$ cat src/design/scbp_ram.sv
// Generic single-port-write, single-read RAM with registered read data.
// No dependencies.
module scbp_ram #(
	parameter int WIDTH = 8,
	parameter int DEPTH = 16
) (
	input  logic                     clk,
	input  logic                     we,
	input  logic [$clog2(DEPTH)-1:0] waddr,
	input  logic [WIDTH-1:0]         wdata,
	input  logic [$clog2(DEPTH)-1:0] raddr,
	output logic [WIDTH-1:0]         rdata
);
	logic [WIDTH-1:0] mem [DEPTH];

	always_ff @(posedge clk) begin
		if (we) mem[waddr] <= wdata;
		rdata <= mem[raddr];
	end
endmodule

$ cat config.mk
export PLATFORM = sky130hd
export DESIGN_NAME = scbp_ram
export DESIGN_NICKNAME = d
export VERILOG_FILES = /design/src/design/scbp_ram.sv
export SDC_FILE = /design/constraint.sdc
export NUM_CORES = 1
export LEC_CHECK = 0
export BUFFER_PORTS_ARGS = -buffer_cell sky130_fd_sc_hd__clkbuf_2
export CAP_MARGIN = 5
export CORE_MARGIN = 1
export CORE_UTILIZATION = 32
export CTS_CLUSTER_SIZE = 14
export DETAILED_ROUTE_END_ITERATION = 7
export PLACE_DENSITY = 0.46
export SLEW_MARGIN = 20
export SYNTH_ARGS = -nofsm -noshare
export SYNTH_HDL_FRONTEND = slang
export SYNTH_SLANG_ARGS = --single-unit
$ cat constraint.sdc
create_clock -name clk -period 3.76 [get_ports clk]
set_input_delay 0.564 -clock clk [delete_from_list [all_inputs] [get_ports clk]]
set_output_delay 0.564 -clock clk [all_outputs]
set_load 0.02 [all_outputs]
-- Word-level counts from Yosys, hierarchy flattened
Memories as Yosys holds them, arrays and structs flattened. A register that Yosys moved wholly into a read port is not among the register bits.
Cells that the tools add are included.
Widths: inputs -> output; s select.
- memory bits (writable): 128
- register bits: 0
- bits of input ports: 18
- memories kept: 1
- logic and storage cells: 3
- multiplexer cells: 2
- memory list (memory ; words ; bits a word ; read ports ; clocked after Yosys merged registers in ; write ports ; RTL line ; RTL):
    mem ; 16 ; 8 ; 1 ; 1 ; 1 ; 14 ; logic [WIDTH-1:0] mem [DEPTH];
- operators by type and width (cell ; count):
    $mux 1 ; 2

-- Depth between registers and ports, before layout
Gate-level depths: netlist (run 1).
- depth in word-level cells: 2
- gate-level depth with buffers: 5
- depth with buffers taken out: 3

-- Worst setup path before layout (run 1)
OpenSTA, ideal clock, no wires.
- kind: input port to flip-flop
- from: input waddr[2]
- to: memory mem[0][0] (enable)
- setup time: 383 ps
- stages on the path: 2
- data required time: 3377 ps
- arrival: 1674 ps
- path slack: 1703 ps
- cell sequence: or3b_2 > nor3_1
- RTL lines (what ; RTL line ; RTL):
    start, declared ; 9 ; input logic [$clog2(DEPTH)-1:0] waddr,
    end, declared ; 14 ;
No word-level cell before the write port.

==> impl_metrics.tcl, run 1 <==
set metrics [dict create \
    reg2reg_slack_ns 2.36 \
    period_share_pct 50.6 \
    tightest_slew_ns 1.04 \
    status "completed" \
    synth_nets 247 \
    rsz0062_at_grt "no" \
    clockRootBuffer "clkbuf_16" \
    ys.flop_type "edfxtp_1" \
    postSynthCellCount 229 \
    endpoint_kind "flop" \
    clock_skew_ns 0.0108 \
    drt_iter0_drc 225 \
    routedWlPerCell_microns 21.4 \
    worstPathRequired_ns 4.06 \
    clk_pin_slew_ns 0.06 \
    cpMaxStageDelayCell "mux4_1" \
    avgViaCountPerCell 4.71 \
    fillers 1411 \
    placed_cell_area_sq_um 5510 \
    dr.pass1.iters 4 \
    port_buffers 25 \
    yosys.area.top_type_share_pct 74.7 \
    grt_pass1_wl_microns 16000 \
    cts_tree "done" \
    vias 2330 \
    grt_max_degree 33 \
    path_max_fanout 32 \
    hpwl_microns 6460 \
    die_w_microns 129 \
    p_per_area_nw_per_um2 562 \
    nets 289 \
    synthTopCellsByCount "edfxtp_1 (128), mux4_2 (18), a22oi_1 (16)" \
    area_growth_pct 17.7 \
    synth_edf_count 128 \
    cts_setup_buffers 0 \
    htree_levels 4 \
    clk_path_buf_depth 2 \
    fp.dieArea_sq_um 16600 \
    rows 45 \
    timing.slew.headroom_pct 30.1 \
    fmax_ghz 0.525 \
    synth.area.top_cells "edfxtp_1 (75%), mux4_2 (7.9%), mux4_1 (7.1%)" \
    hold_path_class "in2reg" \
    critPathMaxStageDelay_ns 0.73 \
    start_util_pct 33.4 \
    syn-cell-area_sq_um 5150 \
    yosysTopAreaCell "edfxtp_1" \
    routed_wl_microns 10600 \
    final-setup-viol-count 0 \
    period_minus_slack_ns 1.90 \
    r2r_cells 3 \
    crit_path_start "raddr[0]" \
    drcViolationCount 0 \
    ys_ff_latch 136 \
    worstSetupPathType "in2reg" \
    synth.most_common_cell "edfxtp_1" \
    cts_buffers 17 \
    synthArstFlopShare_pct 0 \
    yosysWarnings 0 \
    multi_input_area_sq_um 1060 \
    fin_area_sq_um 6060 \
    ys_seq_area_share_pct 77.8 \
    die_h_microns 129 \
    numClockSinks 136 \
    grt_pass1_vias 2458 \
    power.leakage_nw 2.01 \
    drtAntennaViolNets 0 \
    gp_congestion 0.712 \
    cts-resized-gates 0 \
    insertion_delay_ns 0.41 \
    syn_avg_cell_area_sq_um 22.5 \
    crit_chain "clkbuf_2, buf_4, mux4_1, a22oi_1, nand2_1" \
    holdBufCountCts 0 \
    grt.overflow.total 0 \
    r2r-start "mem[5][0]" \
    worstSetupEndpoint "rdata[0]" \
    num_antenna_cells 0 \
    arrival_ns 2.20 \
    finalSetupTns_ns 0 \
    synthDistinctLibCells 19 \
    drive_gt1_share_pct 26.8 \
    layout.area.seq_sq_um 4000 \
    drv_cap 0 \
    grtUsageTotal_pct 14.4 \
    drv_slew 0 \
    ir_worst_vdd_v 0.000315 \
    cp-start-kind "input pin" \
    hold_violations 0 \
    ioPinCount 26 \
    antenna_found_initial 0 \
    coreArea_sq_um 15400 \
    r2r_end "rdata[0]" \
]
-- how the worst min path moves through the flow --
stage	slack, ns	to	cells after the start	startpoint
final	0.57	mem[1][4]	1	wdata[4]
after global routing	0.59	mem[0][4]	1	wdata[4]
after CTS	0.57	mem[1][4]	1	wdata[4]
after detailed placement	0.67	rdata[3]	3	mem[4][3]
after global placement	0.66	rdata[3]	3	mem[7][3]
after floorplan	0.63	rdata[0]	3	mem[7][0]
-- critical path: cells and delay by family --
kind                   cells  cell delay (ns)
AOI/OAI and AO/OA          1             0.25
buffers and inverters      2             0.57
muxes                      1             0.73
and+or+nand+nor            1             0.08
-- layer usage --
| layer | vias to the layer above | track usage, % | wire (microns) |
|---|---|---|---|
| li1 | 1057 | - | - |
| met2 | 74 | 20.3 | 4900 |
| met3 | 6 | 5.16 | 781 |
| met4 | 0 | 5.40 | 84 |
| met1 | 1193 | 20.5 | 4820 |
| met5 | - | 0 | 0 |
-- kinds of logic after synthesis --
family	share of synthesized area, %
flops	77.8
simple gates	3.18
mux	15.0
compound gates	2.33
buf+inv	1.68
-- placed cells by master (no fill, tap or decap), types with 2 or more instances in the layout --
cell / instances
edfxtp_1: 128
clkbuf_2: 25
mux4_2: 18
clkbuf_16: 17
a22oi_1: 16
mux4_1: 14
nor2_1: 13
nand2_1: 9
clkbuf_1: 8
buf_4: 8
dfxtp_1: 8
nor3_1: 4
clkbuf_8: 4
nand3b_1: 2
nand2b_1: 2
clkinv_2: 2
-- where the power goes --
part / internal [W] / switching (W) / leakage [nW]
logic: 0.0000622 / 0.000101 / 0.516
registers: 0.00170 / 0.0000105 / 1.22
clock network: 0.000978 / 0.000559 / 0.270
-- sequential cells by signal, indices dropped and copies added (netlist names) --
register / count
mem: 128
rdata: 8
-- stage by stage --
step / utilization (%) / setup slack, ns / power [W] / cells / hold slack, ns
2_1_floorplan: - / 1.70 / 0.00183 / 229 / 0.629
3_3_place_gp: 35.7 / 1.33 / 0.00191 / 463 / 0.658
3_5_place_dp: 35.7 / 1.33 / 0.00191 / 463 / 0.668
4_1_cts: 39.3 / 1.77 / 0.00345 / 495 / 0.571
5_1_grt: 39.3 / 1.70 / 0.00352 / 495 / 0.587
6_report: 39.3 / 1.86 / 0.00341 / 495 / 0.567
-- final cells by class --
| cell class | instances | area share [%] |
|---|---|---|
| Clock inverter | 3 | 0.661 |
| Tap cell | 211 | 4.36 |
| Multi-Input combinational cell | 83 | 17.4 |
| Timing Repair Buffer | 33 | 3.06 |
| Clock buffer | 29 | 8.42 |
| Sequential cell | 136 | 66.1 |
No activity file was read; power rests on OpenSTA's default activity.
==> inputs of run 2 (changes only) <==
==> constraint.sdc (replaced) <==
create_clock -name clk -period 2 [get_ports clk]
set_input_delay 0.3 -clock clk [delete_from_list [all_inputs] [get_ports clk]]
set_output_delay 0.3 -clock clk [all_outputs]
set_load 0.02 [all_outputs]
==> run 2 against run 1 <==
Clock skew down 0.0049 ns. Wire length down 0.49%. Via count up 3.9%. First-iteration DRC count down 16%. Design area up 3.0%. Power up 95%. Worst hold slack worse by 0.24 ns. Global-route usage down 0.30 points. Clock power up 100%. Flip-flop and latch count unchanged. Cell count up 3.0%. Setup slack worse by 1.2 ns.
==> impl_metrics.tcl, run 2 (synthesized netlist as in run 1, its figures left out) <==
set metrics [dict create \
    ioPinCount 26 \
    r2r_cells 3 \
    dp.cells 478 \
    cp-start-kind "flop" \
    clk_pin_slew_ns 0.05 \
    fin_area_sq_um 6240 \
    fp.dieArea_sq_um 16600 \
    rsz0062_at_grt "no" \
    clock_skew_ns 0.00590 \
    routedWlPerCell_microns 20.7 \
    reg_top3 "mem x128, rdata x8" \
    dr.pass1.iters 4 \
    grt_pass1_wl_microns 15800 \
    arrival_ns 1.63 \
    p_total_w 0.00666 \
    antenna_found_initial 0 \
    min_from "wdata[2]" \
    die_w_microns 129 \
    hold_path_depth 1 \
    power.leakage_nw 2.11 \
    crit_family "multiplexers" \
    htree_levels 4 \
    routed_wl_microns 10500 \
    worstPathRequired_ns 2.29 \
    crit_buf_inv 0 \
    critPathMaxStageDelay_ns 0.50 \
    grt.overflow.total 0 \
    insertion_delay_ns 0.41 \
    path_max_fanout 1 \
    endpoint_kind "flop" \
    period_minus_slack_ns 1.35 \
    hold_end "mem[14][2]" \
    die_h_microns 129 \
    num_antenna_cells 0 \
    tightest_slew_ns 0.418 \
    area_growth_pct 21.2 \
    finalSetupTns_ns 0 \
    coreArea_sq_um 15400 \
    reg2reg_slack_ns 0.65 \
    period_share_pct 67.4 \
    fmax_ghz 0.741 \
    hpwl_microns 6690 \
    p_per_area_nw_per_um2 1070 \
    drive_gt1_share_pct 30.4 \
    hold_path_class "in2reg" \
    drt_iter0_drc 190 \
    vias 2421 \
    cts_tree "done" \
    cts-resized-gates 0 \
    grt_max_degree 33 \
    cpMaxStageDelayCell "mux4_1" \
    largest-register "mem" \
    placed_cell_area_sq_um 5650 \
    drv_cap 0 \
    clk_path_buf_depth 2 \
    final_cell_mix "edfxtp_1 (128), clkbuf_2 (25), buf_4 (21)" \
    grtUsageTotal_pct 14.1 \
    clockRootBuffer "clkbuf_16" \
    rows 45 \
    final-setup-viol-count 0 \
    port_buffers 25 \
    numClockSinks 136 \
    hold_violations 0 \
    timing.slew.headroom_pct 72.1 \
    avgViaCountPerCell 4.75 \
    cts_buffers 17 \
    grt_pass1_vias 2514 \
    layout.cells.non_filler 510 \
    ir_worst_vdd_v 0.000544 \
    crit_chain "mux4_1, a22oi_1, nand2_1" \
    gp_congestion 0.694 \
    cts_setup_buffers 0 \
    start_util_pct 33.4 \
    r2r_end "rdata[1]" \
    holdBufCountCts 0 \
    layout.cells.most_common "edfxtp_1" \
    r2r-start "mem[9][1]" \
    drcViolationCount 0 \
    largest_reg_flops 128 \
    status "completed" \
    nets 304 \
    drtAntennaViolNets 0 \
    holdWs_ns 0.323 \
    worstSetupPathType "reg2reg" \
    drv_slew 0 \
]
==> run 2: area by class of cell <==
| cell class | instances | area (sq um) |
|---|---|---|
| clock buffer | 20 | 437 |
| clock inverter | 12 | 156 |
| fill | 1415 | 9190 |
| multi-input combinational | 83 | 1060 |
| sequential | 136 | 4000 |
| tap | 211 | 264 |
| timing repair buffer | 48 | 323 |
==> run 2: how the worst max path moves through the flow <==
stage | from | endpoint | slack [ns] | cells past startpoint
after floorplan | waddr[2] | mem[0][0] | 0.21 | 2
after global placement | raddr[0] | rdata[1] | 0.21 | 5
after detailed placement | raddr[0] | rdata[2] | 0.22 | 5
after CTS | mem[1][2] | rdata[2] | 0.63 | 3
after global routing | mem[1][2] | rdata[2] | 0.59 | 3
final | mem[9][1] | rdata[1] | 0.65 | 3
==> run 2: per-stage QoR <==
| stage | worst slack, ns | utilization [%] |
|---|---|---|
| final | 0.651 | 40.5 |
| after floorplan | 0.207 | - |
| after global routing | 0.591 | 40.5 |
| after global placement | 0.214 | 36.6 |
| after detailed placement | 0.216 | 36.6 |
| after CTS | 0.630 | 40.5 |
==> run 2: power breakdown <==
group          internal (W)  switching (W)
Sequential          0.00319      0.0000215
Clock               0.00206        0.00107
Combinational      0.000131       0.000188
Total               0.00538        0.00128
==> run 2: routing by layer <==
metal  global-route usage [%]  share of wire (%)  vias to the layer above
met5                        0                  0                        -
met4                     4.15               0.51                        0
met3                     4.82                5.6                        4
met2                     21.5                 47                       57
met1                     19.3                 47                     1273
li1                         -                  -                     1087
